[src/rtl/apd_pkg.sv]
// Package for the aligned periodic deadline unit: field widths, time constants,
// register indexes, operation codes and controller states. No dependencies.
package apd_pkg;

  localparam int unsigned SEC_W  = 32;
  localparam int unsigned NS_W   = 30;
  localparam int unsigned TIME_W = 64;
  localparam int unsigned CFG_W  = 32;
  localparam int unsigned IDX_W  = 3;

  localparam logic [TIME_W-1:0] NS_PER_S = 64'd1000000000;
  localparam logic [NS_W-1:0]   NS_MAX   = 30'd999999999;
  localparam logic [SEC_W-1:0]  SEC_MAX  = 32'hFFFF_FFFF;

  typedef enum logic [IDX_W-1:0] {
    CFG_ENABLE   = 3'd0,
    CFG_DLY_S    = 3'd1,
    CFG_DLY_NS   = 3'd2,
    CFG_OFFSET   = 3'd3,
    CFG_IVL_S    = 3'd4,
    CFG_IVL_NS   = 3'd5
  } cfg_idx_e;

  typedef enum logic {
    OP_ARM     = 1'b0,
    OP_TIMEOUT = 1'b1
  } op_e;

  typedef enum logic [2:0] {
    ST_IDLE,
    ST_MUL,
    ST_ALIGN1,
    ST_ALIGN2,
    ST_ALIGN3,
    ST_GO,
    ST_MOD,
    ST_SPLIT
  } state_e;

  typedef enum logic [1:0] {
    DSEL_FWD,
    DSEL_BACK,
    DSEL_REST
  } div_sel_e;

  // Brings a sum of two nanosecond fields below one second. Each field is
  // below 2^30, so two conditional subtractions are always enough.
  function automatic logic [NS_W-1:0] norm_ns(input logic [NS_W:0] sum);
    logic [NS_W:0] t;
    t = sum;
    if (t >= NS_PER_S[NS_W:0]) t = t - NS_PER_S[NS_W:0];
    if (t >= NS_PER_S[NS_W:0]) t = t - NS_PER_S[NS_W:0];
    return t[NS_W-1:0];
  endfunction

endpackage

[src/rtl/apd_mul.sv]
// Bit-serial multiplier: seconds times one billion plus nanoseconds, one bit of
// the seconds per cycle, most significant bit first. Depends on apd_pkg.
module apd_mul import apd_pkg::*; (
  input  logic              clk_i,
  input  logic              rst_ni,
  input  logic              start_i,
  input  logic [SEC_W-1:0]  sec_i,
  input  logic [NS_W-1:0]   ns_i,
  output logic              done_o,
  output logic [TIME_W-1:0] prod_o
);

  localparam int unsigned CntW = $clog2(SEC_W + 1);

  logic              busy_q, busy_d;
  logic              done_q, done_d;
  logic [CntW-1:0]   cnt_q, cnt_d;
  logic [SEC_W-1:0]  m_q, m_d;
  logic [NS_W-1:0]   ns_q, ns_d;
  logic [TIME_W-1:0] acc_q, acc_d;

  always_comb begin
    busy_d = busy_q;
    done_d = 1'b0;
    cnt_d  = cnt_q;
    m_d    = m_q;
    ns_d   = ns_q;
    acc_d  = acc_q;
    if (start_i) begin
      busy_d = 1'b1;
      cnt_d  = '0;
      m_d    = sec_i;
      ns_d   = ns_i;
      acc_d  = '0;
    end else if (busy_q) begin
      if (cnt_q == CntW'(SEC_W)) begin
        // All seconds bits are in; the last step adds the nanosecond part.
        acc_d  = acc_q + {{(TIME_W-NS_W){1'b0}}, ns_q};
        busy_d = 1'b0;
        done_d = 1'b1;
      end else begin
        acc_d = {acc_q[TIME_W-2:0], 1'b0} + (m_q[SEC_W-1] ? NS_PER_S : '0);
        m_d   = {m_q[SEC_W-2:0], 1'b0};
        cnt_d = cnt_q + 1'b1;
      end
    end
  end

  always_ff @(posedge clk_i or negedge rst_ni) begin
    if (!rst_ni) begin
      busy_q <= 1'b0;
      done_q <= 1'b0;
      cnt_q  <= '0;
    end else begin
      busy_q <= busy_d;
      done_q <= done_d;
      cnt_q  <= cnt_d;
    end
  end

  always_ff @(posedge clk_i) begin
    m_q   <= m_d;
    ns_q  <= ns_d;
    acc_q <= acc_d;
  end

  assign done_o = done_q;
  assign prod_o = acc_q;

endmodule

[src/rtl/apd_div.sv]
// Restoring divider for 64-bit unsigned operands, one quotient bit per cycle.
// Done, quotient and remainder hold until the next start. Depends on apd_pkg.
module apd_div import apd_pkg::*; (
  input  logic              clk_i,
  input  logic              rst_ni,
  input  logic              start_i,
  input  logic [TIME_W-1:0] dividend_i,
  input  logic [TIME_W-1:0] divisor_i,
  output logic              done_o,
  output logic [TIME_W-1:0] quot_o,
  output logic [TIME_W-1:0] rem_o
);

  localparam int unsigned CntW = $clog2(TIME_W);

  logic              busy_q, busy_d;
  logic              done_q, done_d;
  logic [CntW-1:0]   cnt_q, cnt_d;
  logic [TIME_W-1:0] q_q, q_d;
  logic [TIME_W-1:0] r_q, r_d;
  logic [TIME_W-1:0] d_q, d_d;
  logic [TIME_W:0]   trial;
  logic [TIME_W:0]   diff;

  assign trial = {r_q, q_q[TIME_W-1]};
  assign diff  = trial - {1'b0, d_q};

  always_comb begin
    busy_d = busy_q;
    done_d = done_q;
    cnt_d  = cnt_q;
    q_d    = q_q;
    r_d    = r_q;
    d_d    = d_q;
    if (start_i) begin
      busy_d = 1'b1;
      done_d = 1'b0;
      cnt_d  = '0;
      q_d    = dividend_i;
      r_d    = '0;
      d_d    = divisor_i;
    end else if (busy_q) begin
      // The dividend shifts out of the top of q while quotient bits enter below.
      if (!diff[TIME_W]) begin
        r_d = diff[TIME_W-1:0];
        q_d = {q_q[TIME_W-2:0], 1'b1};
      end else begin
        r_d = trial[TIME_W-1:0];
        q_d = {q_q[TIME_W-2:0], 1'b0};
      end
      if (cnt_q == CntW'(TIME_W - 1)) begin
        busy_d = 1'b0;
        done_d = 1'b1;
      end else begin
        cnt_d = cnt_q + 1'b1;
      end
    end
  end

  always_ff @(posedge clk_i or negedge rst_ni) begin
    if (!rst_ni) begin
      busy_q <= 1'b0;
      done_q <= 1'b0;
      cnt_q  <= '0;
    end else begin
      busy_q <= busy_d;
      done_q <= done_d;
      cnt_q  <= cnt_d;
    end
  end

  always_ff @(posedge clk_i) begin
    q_q <= q_d;
    r_q <= r_d;
    d_q <= d_d;
  end

  assign done_o = done_q;
  assign quot_o = q_q;
  assign rem_o  = r_q;

endmodule

[src/rtl/aligned_periodic_deadline_unit.sv]
// Aligned periodic deadline unit, one item at a time: an arm transfer passes through the
// multiply, align and split steps, a timeout past the first firing through multiply, modulo
// and split, and one before it through multiply and split. A disabled or unarmed transfer
// goes straight to the output, a zero-period fault after the multiply. The input stalls
// until the result is loaded, so the next transfer comes in the cycle after the load at the earliest.
// Reset clears control, the armed flag and config, but the period's seconds reset to one.
module aligned_periodic_deadline_unit import apd_pkg::*; (
  input  logic              clk_i,
  input  logic              rst_ni,
  input  logic              cfg_we_i,
  input  logic [IDX_W-1:0]  cfg_idx_i,
  input  logic [CFG_W-1:0]  cfg_data_i,
  input  logic              in_valid_i,
  output logic              in_stall_o,
  input  logic              operation_i,
  input  logic [SEC_W-1:0]  now_seconds_i,
  input  logic [NS_W-1:0]   now_nanoseconds_i,
  output logic              out_valid_o,
  input  logic              out_stall_i,
  output logic [SEC_W-1:0]  wait_seconds_o,
  output logic [NS_W-1:0]   wait_nanoseconds_o,
  output logic              armed_o,
  output logic              fault_o
);

  // Configuration and persistent state.
  logic              enable_q;
  logic [SEC_W-1:0]  dly_s_q;
  logic [NS_W-1:0]   dly_ns_q;
  logic [NS_W-1:0]   off_q;
  logic [SEC_W-1:0]  ivl_s_q;
  logic [NS_W-1:0]   ivl_ns_q;
  logic [TIME_W-1:0] fft_q;
  logic              armed_q;

  // Controller and working registers.
  state_e            state_q, state_d;
  op_e               op_q;
  logic [NS_W-1:0]   part_q;
  logic [TIME_W-1:0] tmp_q;
  logic              res_armed_q, res_fault_q, res_div_q;
  logic              out_valid_q;
  logic [SEC_W-1:0]  out_s_q;
  logic [NS_W-1:0]   out_ns_q;
  logic              out_armed_q, out_fault_q;

  // Control signals.
  logic              in_fire;
  logic              out_free;
  logic              mul_start;
  logic              div_start;
  div_sel_e          div_sel;
  logic              out_load;

  // Datapath signals.
  logic              mul_done_a, mul_done_b, mul_done;
  logic [TIME_W-1:0] now_p, per_p;
  logic [SEC_W-1:0]  mul_b_sec;
  logic [NS_W-1:0]   mul_b_ns;
  logic              div_done;
  logic [TIME_W-1:0] div_dividend, div_divisor, div_quot, div_rem;
  logic [NS_W:0]     fire_ns;
  logic              sat;

  assign in_stall_o = (state_q != ST_IDLE);
  assign in_fire    = in_valid_i && !in_stall_o;
  assign out_free   = !out_valid_q || !out_stall_i;
  assign mul_done   = mul_done_a & mul_done_b;

  // The second multiplier forms the delay on arm and the period on timeout.
  assign mul_b_sec = (op_e'(operation_i) == OP_ARM) ? dly_s_q  : ivl_s_q;
  assign mul_b_ns  = (op_e'(operation_i) == OP_ARM) ? dly_ns_q : ivl_ns_q;

  apd_mul u_mul_now (
    .clk_i   (clk_i),
    .rst_ni  (rst_ni),
    .start_i (mul_start),
    .sec_i   (now_seconds_i),
    .ns_i    (now_nanoseconds_i),
    .done_o  (mul_done_a),
    .prod_o  (now_p)
  );

  apd_mul u_mul_span (
    .clk_i   (clk_i),
    .rst_ni  (rst_ni),
    .start_i (mul_start),
    .sec_i   (mul_b_sec),
    .ns_i    (mul_b_ns),
    .done_o  (mul_done_b),
    .prod_o  (per_p)
  );

  always_comb begin
    unique case (div_sel)
      DSEL_FWD:  div_dividend = fft_q - now_p;
      DSEL_BACK: div_dividend = now_p - fft_q;
      DSEL_REST: div_dividend = per_p - div_rem;
      default:   div_dividend = fft_q - now_p;
    endcase
  end

  assign div_divisor = (div_sel == DSEL_BACK) ? per_p : NS_PER_S;

  apd_div u_div (
    .clk_i      (clk_i),
    .rst_ni     (rst_ni),
    .start_i    (div_start),
    .dividend_i (div_dividend),
    .divisor_i  (div_divisor),
    .done_o     (div_done),
    .quot_o     (div_quot),
    .rem_o      (div_rem)
  );

  // Next state.
  always_comb begin
    state_d = state_q;
    unique case (state_q)
      ST_IDLE: begin
        if (in_fire) begin
          if (!enable_q) begin
            state_d = ST_GO;
          end else if (op_e'(operation_i) == OP_TIMEOUT && !armed_q) begin
            state_d = ST_GO;
          end else begin
            state_d = ST_MUL;
          end
        end
      end
      ST_MUL: begin
        if (mul_done) begin
          if (op_q == OP_ARM) begin
            state_d = ST_ALIGN1;
          end else if (now_p < fft_q) begin
            state_d = ST_GO;
          end else if (per_p == '0) begin
            state_d = ST_GO;
          end else begin
            state_d = ST_MOD;
          end
        end
      end
      ST_ALIGN1: state_d = ST_ALIGN2;
      ST_ALIGN2: state_d = ST_ALIGN3;
      ST_ALIGN3: state_d = ST_GO;
      ST_GO: begin
        if (res_div_q) begin
          state_d = ST_SPLIT;
        end else if (out_free) begin
          state_d = ST_IDLE;
        end
      end
      ST_MOD: begin
        if (div_done) state_d = ST_SPLIT;
      end
      ST_SPLIT: begin
        if (div_done && out_free) state_d = ST_IDLE;
      end
      default: state_d = ST_IDLE;
    endcase
  end

  // Control outputs. ST_GO either starts the split of a forward wait or, for a
  // result with no wait, hands it to the output register.
  always_comb begin
    mul_start = 1'b0;
    div_start = 1'b0;
    div_sel   = DSEL_FWD;
    out_load  = 1'b0;
    unique case (state_q)
      ST_IDLE: begin
        mul_start = in_fire && enable_q &&
                    (op_e'(operation_i) == OP_ARM || armed_q);
      end
      ST_MUL: begin
        if (mul_done && op_q == OP_TIMEOUT && !(now_p < fft_q) && per_p != '0) begin
          div_start = 1'b1;
          div_sel   = DSEL_BACK;
        end
      end
      ST_GO: begin
        if (res_div_q) begin
          div_start = 1'b1;
          div_sel   = DSEL_FWD;
        end else begin
          out_load = out_free;
        end
      end
      ST_MOD: begin
        if (div_done) begin
          div_start = 1'b1;
          div_sel   = DSEL_REST;
        end
      end
      ST_SPLIT: begin
        out_load = div_done && out_free;
      end
      default: begin
        mul_start = 1'b0;
      end
    endcase
  end

  // The split result stays in the divider until the output register is free.
  // A quotient above 32 bits saturates both wait fields.
  assign sat     = (div_quot[TIME_W-1:SEC_W] != '0);
  assign fire_ns = {1'b0, off_q} + ((part_q > off_q) ? NS_PER_S[NS_W:0] : '0);

  always_ff @(posedge clk_i or negedge rst_ni) begin
    if (!rst_ni) begin
      enable_q    <= 1'b0;
      dly_s_q     <= '0;
      dly_ns_q    <= '0;
      off_q       <= '0;
      ivl_s_q     <= SEC_W'(1);
      ivl_ns_q    <= '0;
      armed_q     <= 1'b0;
      fft_q       <= '0;
      state_q     <= ST_IDLE;
      out_valid_q <= 1'b0;
    end else begin
      state_q <= state_d;
      if (cfg_we_i) begin
        unique case (cfg_idx_i)
          CFG_ENABLE: begin
            enable_q <= cfg_data_i[0];
            if (!cfg_data_i[0]) armed_q <= 1'b0;
          end
          CFG_DLY_S:  dly_s_q  <= cfg_data_i;
          CFG_DLY_NS: dly_ns_q <= cfg_data_i[NS_W-1:0];
          CFG_OFFSET: off_q    <= cfg_data_i[NS_W-1:0];
          CFG_IVL_S:  ivl_s_q  <= cfg_data_i;
          CFG_IVL_NS: ivl_ns_q <= cfg_data_i[NS_W-1:0];
          default: begin
            enable_q <= enable_q;
          end
        endcase
      end
      if (in_fire && !enable_q) armed_q <= 1'b0;
      if (state_q == ST_ALIGN3) begin
        fft_q   <= tmp_q + {{(TIME_W-NS_W-1){1'b0}}, fire_ns};
        armed_q <= 1'b1;
      end
      if (out_load) begin
        out_valid_q <= 1'b1;
      end else if (!out_stall_i) begin
        out_valid_q <= 1'b0;
      end
    end
  end

  always_ff @(posedge clk_i) begin
    if (in_fire) begin
      op_q   <= op_e'(operation_i);
      // Arm only: the base time's part within its second.
      part_q <= norm_ns({1'b0, now_nanoseconds_i} + {1'b0, dly_ns_q});
      if (!enable_q) begin
        res_armed_q <= 1'b0;
        res_fault_q <= 1'b0;
        res_div_q   <= 1'b0;
      end else if (op_e'(operation_i) == OP_TIMEOUT && !armed_q) begin
        res_armed_q <= 1'b0;
        res_fault_q <= 1'b1;
        res_div_q   <= 1'b0;
      end else begin
        res_armed_q <= 1'b1;
        res_fault_q <= 1'b0;
        res_div_q   <= 1'b1;
      end
    end
    if (state_q == ST_MUL && mul_done && op_q == OP_TIMEOUT && !(now_p < fft_q) &&
        per_p == '0) begin
      res_fault_q <= 1'b1;
      res_div_q   <= 1'b0;
    end
    if (state_q == ST_ALIGN1) tmp_q <= now_p + per_p;
    if (state_q == ST_ALIGN2) tmp_q <= tmp_q - {{(TIME_W-NS_W){1'b0}}, part_q};
    if (out_load) begin
      out_armed_q <= res_armed_q;
      out_fault_q <= res_fault_q;
      if (!res_div_q) begin
        out_s_q  <= '0;
        out_ns_q <= '0;
      end else if (sat) begin
        out_s_q  <= SEC_MAX;
        out_ns_q <= NS_MAX;
      end else begin
        out_s_q  <= div_quot[SEC_W-1:0];
        out_ns_q <= div_rem[NS_W-1:0];
      end
    end
  end

  assign out_valid_o        = out_valid_q;
  assign wait_seconds_o     = out_s_q;
  assign wait_nanoseconds_o = out_ns_q;
  assign armed_o            = out_armed_q;
  assign fault_o            = out_fault_q;

`ifndef SYNTHESIS
  // A new result appears only when the controller hands one over.
  assert property (@(posedge clk_i) disable iff (!rst_ni)
    $rose(out_valid_o) |-> $past(state_q == ST_GO || state_q == ST_SPLIT))
    else $error("result appeared without a completed item");

  // Fault results never carry a wait.
  assert property (@(posedge clk_i) disable iff (!rst_ni)
    (out_valid_o && fault_o) |-> (wait_seconds_o == '0 && wait_nanoseconds_o == '0))
    else $error("fault result with nonzero wait");

  // The split always leaves a nanosecond part below one second.
  assert property (@(posedge clk_i) disable iff (!rst_ni)
    out_valid_o |-> (wait_nanoseconds_o <= NS_MAX))
    else $error("wait nanoseconds out of range");

  // An armed result can only come from an enabled timer.
  assert property (@(posedge clk_i) disable iff (!rst_ni)
    (out_valid_o && armed_o) |-> enable_q)
    else $error("armed result while disabled");
`endif

endmodule

[config.mk]
export PLATFORM = sky130hd
export DESIGN_NAME = aligned_periodic_deadline_unit
export DESIGN_NICKNAME = d
export VERILOG_FILES = /design/src/rtl/apd_pkg.sv /design/src/rtl/apd_mul.sv /design/src/rtl/apd_div.sv /design/src/rtl/aligned_periodic_deadline_unit.sv
export SDC_FILE = /design/constraint.sdc
export NUM_CORES = 2
export LEC_CHECK = 0
export ABC_AREA = 0
export BUFFER_PORTS_ARGS = -buffer_cell sky130_fd_sc_hd__buf_4
export CAP_MARGIN = 5
export CORE_AREA = 2 2 367 369
export DETAILED_ROUTE_END_ITERATION = 7
export DIE_AREA = 0 0 369 371
export HOLD_SLACK_MARGIN = 0.05
export PLACE_DENSITY = 0.63
export SLEW_MARGIN = 10
export SYNTH_ARGS = -nofsm -noshare
export SYNTH_HDL_FRONTEND = slang
export SYNTH_SLANG_ARGS = --single-unit
[constraint.sdc]
create_clock -name clk_i -period 8.9 [get_ports clk_i]
set_input_delay 0.89 -clock clk_i [delete_from_list [all_inputs] [get_ports clk_i]]
set_output_delay 0.89 -clock clk_i [all_outputs]
set_load 0.02 [all_outputs]
==> out/metrics.cfg <==
[outcome]
status = finished clean

[clocking]
cts_buffer_depth = 3
cts-root-buf = clkbuf_16
cts_tree = yes
cts_resized = 0
cts_hold_buf = 0
cts_setup_buffers = 0
cts_made_buffers = 98
cts.sinks = 854
clk_pin_slew_ns = 0.06
clock_latency_ns = 0.76
htreeDepth = 3

[die]
coreArea_um2 = 133000
num_rows = 134
initial_core_util = 0.498
dieArea_um2 = 137000
io_pins = 169
die_w_um = 369
die_y_um = 371

[timing]
finalCriticalPeriod_ns = 8.07
finalSetupTns_ns = 0
finalHoldViolCount = 0
whs_ns = 0.166
rsz0062_at_grt = false
post-route-period-util = 0.906
slew_headroom = 0.139
worst_slew_pin_slew_ns = 1.28
finalMaxSlewViolations = 0
finalSetupViolations = 0
skew_ns = 0.0774
timing.fmax_mhz = 124

[synthesis]
ys_seq_elements = 854
syn_avg_cell_area_um2 = 8.55
synth_area_um2 = 66200
synth_common_cells = a21oi_1, nor2_1, nand2_1, ha_1, o21ai_0
synthArstFlopShare = 0.290
ys.flop_type = edfxtp_1
yosysWarnings = 0
syn_nets = 8420
synthCells = 7742
yosys-top-cells-area = edfxtp_1, ha_1, dfrtp_1
seq_area_frac_synth = 0.339
yosysMostFrequentCell = a21oi_1
synth-edff-count = 412
yosys.area.top_type = edfxtp_1
ys_types = 99
synth.top_cell.area_share = 0.187

[routing]
totalWireLength_mm = 238
first_pass_iters = 6
maxUsedRoutingLayer = met5
drt-met1-wl_mm = 103
ant_nets = 0
vias = 59600
wl_met3_mm = 17.5
routedWlPerCell_um = 24.7
via_per_inst = 6.20
drtIter0Drc = 5687
wl_met2_mm = 104
drc = 0

[global_route]
grt_overflow = 0
grt_usage = 0.339
grt_pass1_wl_mm = 354
antenna_found_initial = 1
grt_max_degree = 111
grt_pass1_vias = 55800

[worst_setup_path]
start_kind = register
critPathKind = register to register
worstPathMaxFanout = 4
crit_slowest_cell = fa_1
max_stage_delay_ns = 0.46
cp_common_cell = o21a_1
cp_data_required_time_ns = 9.45
arrival_ns = 8.62
cp-end-kind = register

[placement]
dpl_cell_area_um2 = 69300
dp_hpwl_mm = 184
gp_congestion = 0.977
numPortBuffers = 168

[finish]
post-route-util = 0.547
fin_area_um2 = 72600
drive_above_1_share = 0.0931
area_growth_pct = 9.76
final_nets = 8433

[min_path]
hold_class = primary input to asynchronous set/reset pin

[run]
drv_cap = 0

## flip-flops by register name (all words and copies together), names as in the netlist, 3 cells and up
signal	count
wait_nanoseconds_o	30
part_q	30
u_mul_span.cnt_q	6
u_mul_now.m_q	32
u_div.cnt_q	6
dly_ns_q	30
u_mul_now.prod_o	64
u_mul_span.ns_q	30
u_mul_now.ns_q	30
state_q	3
u_mul_now.cnt_q	6
u_div.rem_o	64
dly_s_q	32
off_q	30
u_mul_span.m_q	32
ivl_ns_q	30
u_mul_span.prod_o	64
u_div.quot_o	64
fft_q	64
wait_seconds_o	32
u_div.d_q	64
ivl_s_q	32
tmp_q	64
## metrics by stage
step	setup WS, ns	instances
floorplan	1.73	7742
global placement	1.04	9423
detailed placement	0.982	9423
CTS	0.861	9608
global route	0.401	9608
finish	0.833	9610
## cell usage in the layout, fill, tap and decap left out, types with 274 or more instances in the layout
cell type / instances
xnor2_1: 341
a21oi_1: 793
ha_1: 551
a21o_1: 274
nand2_1: 664
buf_4: 274
inv_1: 477
edfxtp_1: 412
o21ai_0: 522
nor2_1: 684
## final cells by class
cell class	count	area, µm²
fill	12500	60100
multi-input combinational	6040	40600
sequential	854	22500
clock buffer	128	2740
tap	1768	2210
timing repair buffer	277	2110
inverter	484	1830
clock inverter	57	642
antenna	2	5.00
## worst max-delay path, delay by kind of cell, from the launching register on
family                     cells  cell delay [ns]
DFF                            1             0.45
adders and majority gates      3             1.13
and+or+nand+nor               16             2.83
AOI/OAI and AO/OA             18             3.43
## worst paths after layout
path,start,to,slack [ns],cells past startpoint
setup / recovery,part_q[1],fft_q[63],0.83,37
hold / removal,rst_ni,ivl_s_q[12],0.17,1
setup reg to reg,part_q[1],fft_q[63],0.83,37
hold reg to reg,res_armed_q,armed_o,0.42,0
max in group asynchronous,rst_ni,u_mul_span.busy_q,7.29,2
min in group clk_i,now_nanoseconds_i[5],u_mul_now.ns_q[5],0.33,1
## cell families (layout without fill, tap and decap cells)
| group | count (synthesis) | count (layout) | synth area share |
|---|---|---|---|
| xor+xnor | 520 | 520 | 0.0689 |
| buf+inv | 848 | 946 | 0.0481 |
| other cells | 0 | 2 | 0 |
| flops | 854 | 854 | 0.339 |
| simple gates | 2306 | 2306 | 0.165 |
| mux | 236 | 236 | 0.0393 |
| fa+ha+maj | 575 | 575 | 0.111 |
| compound gates | 2403 | 2403 | 0.228 |
## layer usage
metal | track usage | vias to the layer above
li1 | - | 28100
met1 | 0.457 | 28800
met2 | 0.526 | 2304
met3 | 0.0537 | 427
met4 | 0.173 | 2
met5 | 0 | -
Power is left out: the tool's default activity adds up to more than one toggle a clock period on the data nets, which glitch-free logic cannot reach.
